**src/rtl/lls_pkg.sv**
```systemverilog
// Package for the lane line selector: sine, cosine and angle score tables,
// register indexes and the queue entry type. Used by every module of the block.
`timescale 1ns / 1ps
package lls_pkg;

  localparam int TrigFracBits = 14;
  localparam int AngleSteps   = 180;
  localparam int QuarterSteps = AngleSteps / 2;

  localparam logic [2:0] RegSideMode   = 3'd0;
  localparam logic [2:0] RegTopRow     = 3'd1;
  localparam logic [2:0] RegBottomRow  = 3'd2;
  localparam logic [2:0] RegLeftBound  = 3'd3;
  localparam logic [2:0] RegRightBound = 3'd4;

  localparam longint unsigned SinDens [6] = '{156, 110, 72, 42, 20, 6};
  localparam longint unsigned CosDens [7] = '{182, 132, 90, 56, 30, 12, 2};

  typedef struct packed {
    logic               plane;
    logic               last;
    logic signed [11:0] rho;
    logic [7:0]         theta;
    logic               upper;
    logic [15:0]        sin_q;
    logic [15:0]        cos_q;
    logic [10:0]        th8;
  } lls_item_t;

  // Q30 angle, sin and cos Taylor series, rounded to TrigFracBits bits.
  function automatic logic [63:0] lls_trig(input int tr, input bit want_sin);
    longint unsigned x, x2, r, t, pi30, one;
    pi30 = 64'd3373259426;
    one = 64'd1073741824;
    x = (longint'(tr) * pi30 + AngleSteps / 2) / AngleSteps;
    x2 = (x * x + (64'd1 << 29)) >> 30;
    r = one;
    if (want_sin) begin
      for (int i = 0; i < 6; i++) begin
        t = ((x2 * r) >> 30) / SinDens[i];
        r = (t > one) ? 0 : one - t;
      end
      r = (x * r) >> 30;
    end else begin
      for (int i = 0; i < 7; i++) begin
        t = ((x2 * r) >> 30) / CosDens[i];
        r = (t > one) ? 0 : one - t;
      end
    end
    return (r + (64'd1 << (29 - TrigFracBits))) >> (30 - TrigFracBits);
  endfunction

  typedef logic [15:0] lls_rom_t [0:QuarterSteps];

  function automatic lls_rom_t lls_mk(input bit want_sin);
    lls_rom_t m;
    for (int i = 0; i <= QuarterSteps; i++) begin
      m[i] = 16'(lls_trig(i, want_sin));
    end
    return m;
  endfunction

  localparam lls_rom_t lls_trig_rom_s = lls_mk(1'b1);
  localparam lls_rom_t lls_trig_rom_c = lls_mk(1'b0);

  function automatic logic [15:0] lls_sin(input logic [6:0] tr);
    return lls_trig_rom_s[tr];
  endfunction

  function automatic logic [15:0] lls_cos(input logic [6:0] tr);
    return lls_trig_rom_c[tr];
  endfunction

  // Angle in radians, Q8, rounded.
  function automatic logic [10:0] lls_th8_calc(input int t);
    longint unsigned th30;
    th30 = (longint'(t) * 64'd3373259426 + AngleSteps / 2) / AngleSteps;
    return 11'((th30 + (64'd1 << 21)) >> 22);
  endfunction

  typedef logic [10:0] lls_th_rom_t [0:AngleSteps-1];

  function automatic lls_th_rom_t lls_mk_th8();
    lls_th_rom_t m;
    for (int i = 0; i < AngleSteps; i++) begin
      m[i] = lls_th8_calc(i);
    end
    return m;
  endfunction

  localparam lls_th_rom_t lls_th8_rom = lls_mk_th8();

  function automatic logic [10:0] lls_th8(input logic [7:0] t);
    return (t < 8'(AngleSteps)) ? lls_th8_rom[t] : 11'd0;
  endfunction

endpackage

```
**src/rtl/lls_front.sv**
```systemverilog
// Front part: accepts lines, checks the half-plane and looks up sin, cos and
// the angle term. Depends on lls_pkg.
`timescale 1ns / 1ps
module lls_front
  import lls_pkg::*;
(
  input  logic               side_mode,
  input  logic               in_valid,
  input  logic signed [11:0] in_line_rho,
  input  logic [7:0]         in_line_theta_deg,
  input  logic               in_last_line,
  output logic               item_valid,
  output lls_item_t          item
);

  logic       upper;
  logic       plane;
  logic [6:0] tr;

  always_comb begin
    upper = {1'b0, in_line_theta_deg, 1'b0} > 10'(AngleSteps);
    if (side_mode == 1'b0) begin
      plane = (in_line_theta_deg != 8'd0) &&
              ({1'b0, in_line_theta_deg, 1'b0} < 10'(AngleSteps));
    end else begin
      plane = upper && (in_line_theta_deg < 8'(AngleSteps));
    end
    tr = upper ? 7'(8'(AngleSteps) - in_line_theta_deg) : in_line_theta_deg[6:0];
    if (!plane) begin
      tr = 7'd0;
    end
  end

  always_comb begin
    item_valid  = in_valid;
    item.plane  = plane;
    item.last   = in_last_line;
    item.rho    = in_line_rho;
    item.theta  = in_line_theta_deg;
    item.upper  = upper;
    item.sin_q  = lls_sin(tr);
    item.cos_q  = lls_cos(tr);
    item.th8    = lls_th8(in_line_theta_deg);
  end

endmodule

```
**src/rtl/lls_queue.sv**
```systemverilog
// Two-entry queue between the front and back parts.
// Depends on lls_pkg for the entry type.
`timescale 1ns / 1ps
module lls_queue
  import lls_pkg::*;
(
  input  logic      clk,
  input  logic      rst_n,
  input  logic      wr_valid,
  output logic      wr_stall,
  input  lls_item_t wr_data,
  output logic      rd_valid,
  input  logic      rd_take,
  output lls_item_t rd_data
);

  lls_item_t mem_r [0:1];
  logic       wp_r, rp_r;
  logic [1:0] cnt_r;

  assign wr_stall = cnt_r == 2'd2;
  assign rd_valid = cnt_r != 2'd0;
  assign rd_data  = mem_r[rp_r];

  always_ff @(posedge clk) begin
    if (wr_valid && !wr_stall) begin
      mem_r[wp_r] <= wr_data;
    end
    if (!rst_n) begin
      wp_r  <= 1'b0;
      rp_r  <= 1'b0;
      cnt_r <= 2'd0;
    end else begin
      if (wr_valid && !wr_stall) begin
        wp_r <= ~wp_r;
      end
      if (rd_take) begin
        rp_r <= ~rp_r;
      end
      cnt_r <= cnt_r + 2'(wr_valid && !wr_stall) - 2'(rd_take);
    end
  end

endmodule

```
**src/rtl/lls_back.sv**
```systemverilog
// Back part: divides for both crossings, checks margins, scores and keeps the
// best line, and gives the frame result. Depends on lls_pkg.
`timescale 1ns / 1ps
module lls_back
  import lls_pkg::*;
(
  input  logic               clk,
  input  logic               rst_n,
  input  logic               side_mode,
  input  logic [11:0]        top_row,
  input  logic [11:0]        bottom_row,
  input  logic [11:0]        left_bound,
  input  logic [11:0]        right_bound,
  input  logic               q_valid,
  input  lls_item_t          q_data,
  output logic               q_take,
  output logic               out_valid,
  input  logic               out_stall,
  output logic               out_lane_found,
  output logic signed [15:0] out_lane_bottom_x,
  output logic signed [15:0] out_lane_top_x,
  output logic [7:0]         out_lane_theta_deg,
  output logic signed [11:0] out_lane_rho
);

  localparam int NumW = 40;
  localparam int DenW = 16;

  typedef enum logic [2:0] {S_IDLE, S_DIVB, S_DIVT, S_EVAL, S_OUT} state_t;

  state_t              state_r;
  lls_item_t           it_r;
  logic [5:0]          cnt_r;
  logic [NumW-1:0]     rem_r, quo_r, num_top_r;
  logic                neg_b_r, neg_t_r;
  logic signed [NumW:0] bx_r, tx_r;
  logic signed [31:0]  best_score_r;
  logic signed [15:0]  best_bottom_r, best_top_r;
  logic [7:0]          best_angle_r;
  logic signed [11:0]  best_rho_r;
  logic                have_best_r;

  logic [27:0]          prod_b, prod_t;
  logic signed [NumW:0] nb, nt;
  logic [NumW-1:0]      rem_sh;
  logic [NumW:0]        trial;
  logic                 pass;
  logic signed [NumW+1:0] score_w;

  function automatic logic signed [15:0] sat16(input logic signed [NumW:0] v);
    if (v > 32767) return 16'sh7fff;
    if (v < -32768) return -16'sh8000;
    return v[15:0];
  endfunction

  always_comb begin
    prod_b = bottom_row * q_data.sin_q;
    prod_t = top_row * q_data.sin_q;
    nb = (NumW+1)'($signed({q_data.rho, {TrigFracBits{1'b0}}}))
         - $signed({13'd0, prod_b});
    nt = (NumW+1)'($signed({q_data.rho, {TrigFracBits{1'b0}}}))
         - $signed({13'd0, prod_t});
    rem_sh = {rem_r[NumW-2:0], quo_r[NumW-1]};
    trial  = {1'b0, rem_sh} - (NumW+1)'(it_r.cos_q);
    pass = (bx_r < $signed({29'd0, right_bound})) &&
           (tx_r < $signed({29'd0, right_bound})) &&
           (bx_r > $signed({29'd0, left_bound}));
    if (side_mode) begin
      pass = pass && (tx_r > $signed({29'd0, left_bound}));
    end
    score_w = -(NumW+2)'(10) * $signed({31'd0, it_r.th8})
              - (NumW+2)'(512) * ($signed({30'd0, right_bound}) - (NumW+2)'(bx_r));
  end

  assign q_take = (state_r == S_IDLE) && q_valid;

  always_ff @(posedge clk) begin
    if (!rst_n) begin
      state_r      <= S_IDLE;
      out_valid    <= 1'b0;
      have_best_r  <= 1'b0;
      best_score_r <= 32'sh80000000;
      best_bottom_r <= '0;
      best_top_r   <= '0;
      best_angle_r <= '0;
      best_rho_r   <= '0;
    end else begin
      unique case (state_r)
        S_IDLE: begin
          if (q_valid) begin
            it_r <= q_data;
            neg_b_r <= nb[NumW];
            neg_t_r <= nt[NumW];
            quo_r <= nb[NumW] ? NumW'(-nb) : NumW'(nb);
            num_top_r <= nt[NumW] ? NumW'(-nt) : NumW'(nt);
            rem_r <= '0;
            cnt_r <= 6'(NumW);
            state_r <= (q_data.plane && q_data.cos_q != 16'd0) ? S_DIVB :
                       (q_data.last ? S_OUT : S_IDLE);
          end
        end
        S_DIVB, S_DIVT: begin
          if (cnt_r == 6'd1) begin
            if (state_r == S_DIVB) begin
              bx_r <= ((neg_b_r ^ it_r.upper) ?
                       -$signed({1'b0, quo_r[NumW-2:0], ~trial[NumW]}) :
                       $signed({1'b0, quo_r[NumW-2:0], ~trial[NumW]}));
              quo_r <= num_top_r;
              rem_r <= '0;
              cnt_r <= 6'(NumW);
              state_r <= S_DIVT;
            end else begin
              tx_r <= ((neg_t_r ^ it_r.upper) ?
                       -$signed({1'b0, quo_r[NumW-2:0], ~trial[NumW]}) :
                       $signed({1'b0, quo_r[NumW-2:0], ~trial[NumW]}));
              state_r <= S_EVAL;
            end
          end else begin
            rem_r <= trial[NumW] ? rem_sh : trial[NumW-1:0];
            quo_r <= {quo_r[NumW-2:0], ~trial[NumW]};
            cnt_r <= cnt_r - 6'd1;
          end
        end
        S_EVAL: begin
          if (pass && (!have_best_r || $signed(score_w[31:0]) > best_score_r)) begin
            best_score_r  <= score_w[31:0];
            best_bottom_r <= sat16(bx_r);
            best_top_r    <= sat16(tx_r);
            best_angle_r  <= it_r.theta;
            best_rho_r    <= it_r.rho;
            have_best_r   <= 1'b1;
          end
          state_r <= it_r.last ? S_OUT : S_IDLE;
        end
        S_OUT: begin
          if (!out_valid) begin
            out_valid          <= 1'b1;
            out_lane_found     <= have_best_r;
            out_lane_bottom_x  <= best_bottom_r;
            out_lane_top_x     <= best_top_r;
            out_lane_theta_deg <= best_angle_r;
            out_lane_rho       <= best_rho_r;
            have_best_r   <= 1'b0;
            best_score_r  <= 32'sh80000000;
            best_bottom_r <= '0;
            best_top_r    <= '0;
            best_angle_r  <= '0;
            best_rho_r    <= '0;
            state_r       <= S_IDLE;
          end
        end
        default: state_r <= S_IDLE;
      endcase
      if (out_valid && !out_stall) begin
        out_valid <= 1'b0;
      end
    end
  end

endmodule

```
**src/rtl/lane_line_selector.sv**
```systemverilog
// Top level of the lane line selector: configuration registers, front part,
// queue and back part. Depends on lls_pkg, lls_front, lls_queue and lls_back.
//
// Channel | Direction | Handshake
// in_     | input     | in_valid / in_stall
// out_    | output    | out_valid / out_stall
// cfg_    | input     | cfg_valid / cfg_ready
//
// A line in its half-plane goes through the back part in order: it is taken,
// runs two 40-step restoring divisions, one per crossing, and is scored. Any
// other line is only taken. After the last line of a frame the result is
// loaded, and it then holds while out_stall is high. A two-entry queue
// lets the front accept while the back is busy. Reset is synchronous.
`timescale 1ns / 1ps
module lane_line_selector
  import lls_pkg::*;
(
  input  logic               clk,
  input  logic               rst_n,
  input  logic               in_valid,
  output logic               in_stall,
  input  logic signed [11:0] in_line_rho,
  input  logic [7:0]         in_line_theta_deg,
  input  logic               in_last_line,
  output logic               out_valid,
  input  logic               out_stall,
  output logic               out_lane_found,
  output logic signed [15:0] out_lane_bottom_x,
  output logic signed [15:0] out_lane_top_x,
  output logic [7:0]         out_lane_theta_deg,
  output logic signed [11:0] out_lane_rho,
  input  logic               cfg_valid,
  output logic               cfg_ready,
  input  logic [2:0]         cfg_index,
  input  logic [11:0]        cfg_data
);

  logic        side_mode_r;
  logic [11:0] top_row_r, bottom_row_r, left_bound_r, right_bound_r;
  logic        f_valid, q_valid, q_take;
  lls_item_t   f_item, q_data;

  assign cfg_ready = 1'b1;

  always_ff @(posedge clk) begin
    if (!rst_n) begin
      side_mode_r   <= 1'b0;
      top_row_r     <= 12'd0;
      bottom_row_r  <= 12'd720;
      left_bound_r  <= 12'd0;
      right_bound_r <= 12'd1280;
    end else if (cfg_valid) begin
      unique case (cfg_index)
        RegSideMode:   side_mode_r   <= cfg_data[0];
        RegTopRow:     top_row_r     <= cfg_data;
        RegBottomRow:  bottom_row_r  <= cfg_data;
        RegLeftBound:  left_bound_r  <= cfg_data;
        RegRightBound: right_bound_r <= cfg_data;
        default: ;
      endcase
    end
  end

  lls_front u_front (
    .side_mode(side_mode_r), .in_valid, .in_line_rho,
    .in_line_theta_deg, .in_last_line, .item_valid(f_valid), .item(f_item)
  );

  lls_queue u_queue (
    .clk, .rst_n, .wr_valid(f_valid), .wr_stall(in_stall), .wr_data(f_item),
    .rd_valid(q_valid), .rd_take(q_take), .rd_data(q_data)
  );

  lls_back u_back (
    .clk, .rst_n, .side_mode(side_mode_r), .top_row(top_row_r),
    .bottom_row(bottom_row_r), .left_bound(left_bound_r),
    .right_bound(right_bound_r), .q_valid, .q_data, .q_take, .out_valid,
    .out_stall, .out_lane_found, .out_lane_bottom_x, .out_lane_top_x,
    .out_lane_theta_deg, .out_lane_rho
  );

endmodule

```
**config.mk**
```make
export PLATFORM = sky130hd
export DESIGN_NAME = lane_line_selector
export DESIGN_NICKNAME = d
export VERILOG_FILES = /design/src/rtl/lls_pkg.sv /design/src/rtl/lls_front.sv /design/src/rtl/lls_queue.sv /design/src/rtl/lls_back.sv /design/src/rtl/lane_line_selector.sv
export SDC_FILE = /design/constraint.sdc
export NUM_CORES = 2
export LEC_CHECK = 0
export BUFFER_PORTS_ARGS = -buffer_cell sky130_fd_sc_hd__buf_2
export CAP_MARGIN = 0
export CORE_ASPECT_RATIO = 2
export CORE_UTILIZATION = 35
export DETAILED_ROUTE_END_ITERATION = 10
export GPL_TIMING_DRIVEN = 0
export SYNTH_ARGS = -nofsm -noshare
export SYNTH_HDL_FRONTEND = slang
export SYNTH_SLANG_ARGS = --single-unit
```
**constraint.sdc**
```tcl
create_clock -name clk -period 20.5 [get_ports clk]
set_input_delay 3.075 -clock clk [delete_from_list [all_inputs] [get_ports clk]]
set_output_delay 3.075 -clock clk [all_outputs]
set_load 0.01 [all_outputs]
```
==> impl_metrics.toml <==
[clock_network]
cts-resized-gates = 0
clockBufferDepth = 3
cts_tree = "built"
cts_buffers = 51
cts_setup_buffers = 0
htreeDepth = 2
cts.clk_slew.worst_paths_ps = 70
hold_buffers = 0
root_buffer = "clkbuf_16"
clock-sinks = 577
clock_latency_ps = 640

[global_route]
antenna_found_initial = 4
grt_max_degree = 64
grt.total_usage = 0.260
grt_pass1_wl_um = 269000
grt_pass1_vias = 42400
grt-ovfl-total = 0

[floorplanning]
fp.dieW_um = 266
die_h_um = 529
dieArea_um2 = 140000
io_pins = 97
floorplan.initialDensity = 0.352
rows = 193
coreArea_um2 = 138000

[detailed_routing]
drc = 0
wire_per_inst_um = 24.6
antenna_left = 0
drt_iter0_drc = 2758
routed_wl_um = 184000
viasPerCell = 5.54
vias = 41500
dr.pass1.iters = 6

[status]
status = "finished clean"

[critical_path]
crit_fanout = 10
cp_top_family = "buffers and inverters"
required_ps = 20830
critPathBufInv = 11
critical_path_class = "reg2reg"
r2r_cells = 38
slowest_stage = "nor3_1"
arrival_ps = 12940
r2r_slack_ps = 7890
cp_slowest_stage_delay_ps = 890
end_kind = "flip-flop"
crit_top_cell = "fa_1"
start_kind = "flip-flop"
r2r-end = "u_back.quo_r[24]$_DFFE_PP_"

[synthesis]
synth_area_um2 = 48600
synth.avg_cell_area_um2 = 8.97
syn_inst = 5418
synth_seq_area_share = 0.327
synthDistinctLibCells = 100
synth_top_cells_by_area = "edfxtp_1, fa_1, ha_1"
synth_top_area_cell = "edfxtp_1"
synth_common_cells = "nand2_1, inv_1, edfxtp_1"
synth-seq-cells = 577
synthArstFlopShare = 0
synth_flop_cell = "edfxtp_1"
synth_top_area_share = 0.269
ys.warnings.count = 0
synth_edf_count = 435
yosysMostFrequentCell = "nand2_1"

[cells_and_area]
nFillCells = 14100
syn_to_final_growth_pct = 9.95
drive_above_1_share = 0.0629
utilization = 0.387
nets = 6270
final_cells = 7488

[placed_design]
gp_congestion = 1.05
place_hpwl_um = 149000
dp.cells = 7388
portBuffers = 95

[timing]
hold_viol = 0
slew_headroom = 0.0832
finalSetupViolCount = 0
rsz0062_at_grt = "no"
worstMarginPinSlew_ps = 1360
fin_crit_sh = 0.615
timing.final.max_slew_violations = 0
timing.final.crit_period_ps = 12610
setup_tns_ps = 0
fin_worst_skew_ps = 23.3
maxClockFrequency_mhz = 79.3

[job]
cap_violations = 0

[min_path]
hold_start = "u_back.best_bottom_r[14]$_SDFFE_PN0P_"
min_to = "u_back.out_lane_bottom_x[14]$_DFFE_PP_"
holdPathStages = 0
hold_class = "reg2reg"
[how the worst max path moves through the flow]
| stage | from | to | cells past startpoint |
|---|---|---|---|
| finish | flip-flop | u_back.quo_r[24]$_DFFE_PP_ | 38 |
| global route | flip-flop | u_back.quo_r[29]$_DFFE_PP_ | 38 |
| CTS | flip-flop | u_back.quo_r[29]$_DFFE_PP_ | 38 |
| detailed placement | flip-flop | u_back.quo_r[29]$_DFFE_PP_ | 38 |
| global placement | flip-flop | u_back.quo_r[29]$_DFFE_PP_ | 38 |
| floorplan | flip-flop | u_back.quo_r[15]$_DFFE_PP_ | 42 |
[cell usage in the layout (no fill, tap or decap), types with 84 or more instances in the layout]
| cell type | n |
|---|---|
| nor2_1 | 304 |
| nor3_1 | 84 |
| a21oi_1 | 385 |
| nand2_1 | 804 |
| clkbuf_1 | 272 |
| edfxtp_1 | 435 |
| xor2_1 | 128 |
| xnor2_1 | 153 |
| and2_1 | 132 |
| nand3_1 | 156 |
| buf_2 | 106 |
| fa_1 | 274 |
| o21ai_0 | 247 |
| ha_1 | 366 |
| inv_1 | 534 |
| dfxtp_1 | 142 |
[stage by stage]
step / setup WS [ps] / hold slack (ps) / instance area (um^2)
after CTS: 7890 / 412 / 53400
after floorplan: 11050 / 400 / 48700
after detailed placement: 7910 / 410 / 51700
final: 7890 / 418 / 53500
after global routing: 7280 / 432 / 53500
after global placement: 8040 / 407 / 51400
[per-layer routing]
| layer | up-vias | track usage | routed length [um] |
|---|---|---|---|
| li1 | 19100 | - | - |
| met1 | 20200 | 0.236 | 58400 |
| met2 | 1488 | 0.492 | 97500 |
| met3 | 670 | 0.0311 | 8260 |
| met4 | 0 | 0.242 | 19900 |
| met5 | - | 0 | 0 |
[flip-flops by register name, indices dropped and copies added (netlist names), 3 cells and up, named ones only]
name,cells
u_back.quo_r,40
u_back.out_lane_bottom_x,16
u_back.tx_r,41
left_bound_r,12
u_back.best_score_r,31
u_back.out_lane_theta_deg,8
u_queue.mem_r,126
u_back.cnt_r,6
u_back.it_r,47
u_back.bx_r,41
top_row_r,12
u_back.rem_r,39
right_bound_r,12
u_back.num_top_r,40
u_back.out_lane_top_x,16
u_back.best_rho_r,12
u_back.state_r,3
u_back.best_top_r,16
bottom_row_r,12
u_back.best_angle_r,8
u_back.best_bottom_r,16
u_back.out_lane_rho,12
[worst register-to-register path: cells and delay by family, from the launching register on]
kind	cells	cell delay, ps
compound gates	14	3050
xor+xnor	1	190
fa+ha+maj	7	3220
buf+inv	11	3480
flops	1	330
mux	1	490
simple gates	4	1550
[kinds of logic after synthesis]
logic type,Yosys count,share of synthesized area
mux,87,0.0206
other cells,2,0.000154
buf+inv,843,0.0658
xor+xnor,282,0.0510
flops,577,0.327
simple gates,1819,0.176
fa+ha+maj,640,0.207
compound gates,1168,0.153
[layout make-up]
cell class,count,area (um^2),share of cell area
multi-input combinational,4007,29600,0.554
sequential,577,15900,0.298
tap,1852,2320,0.0434
inverter,539,2020,0.0379
clock buffer,65,1430,0.0268
buffer,304,1180,0.0220
timing repair buffer,109,707,0.0132
clock inverter,30,284,0.00531
antenna,5,12.5,0.000234
Power is left out: the tool's default activity adds up to more than one toggle a clock period on the data nets, which glitch-free logic cannot reach.
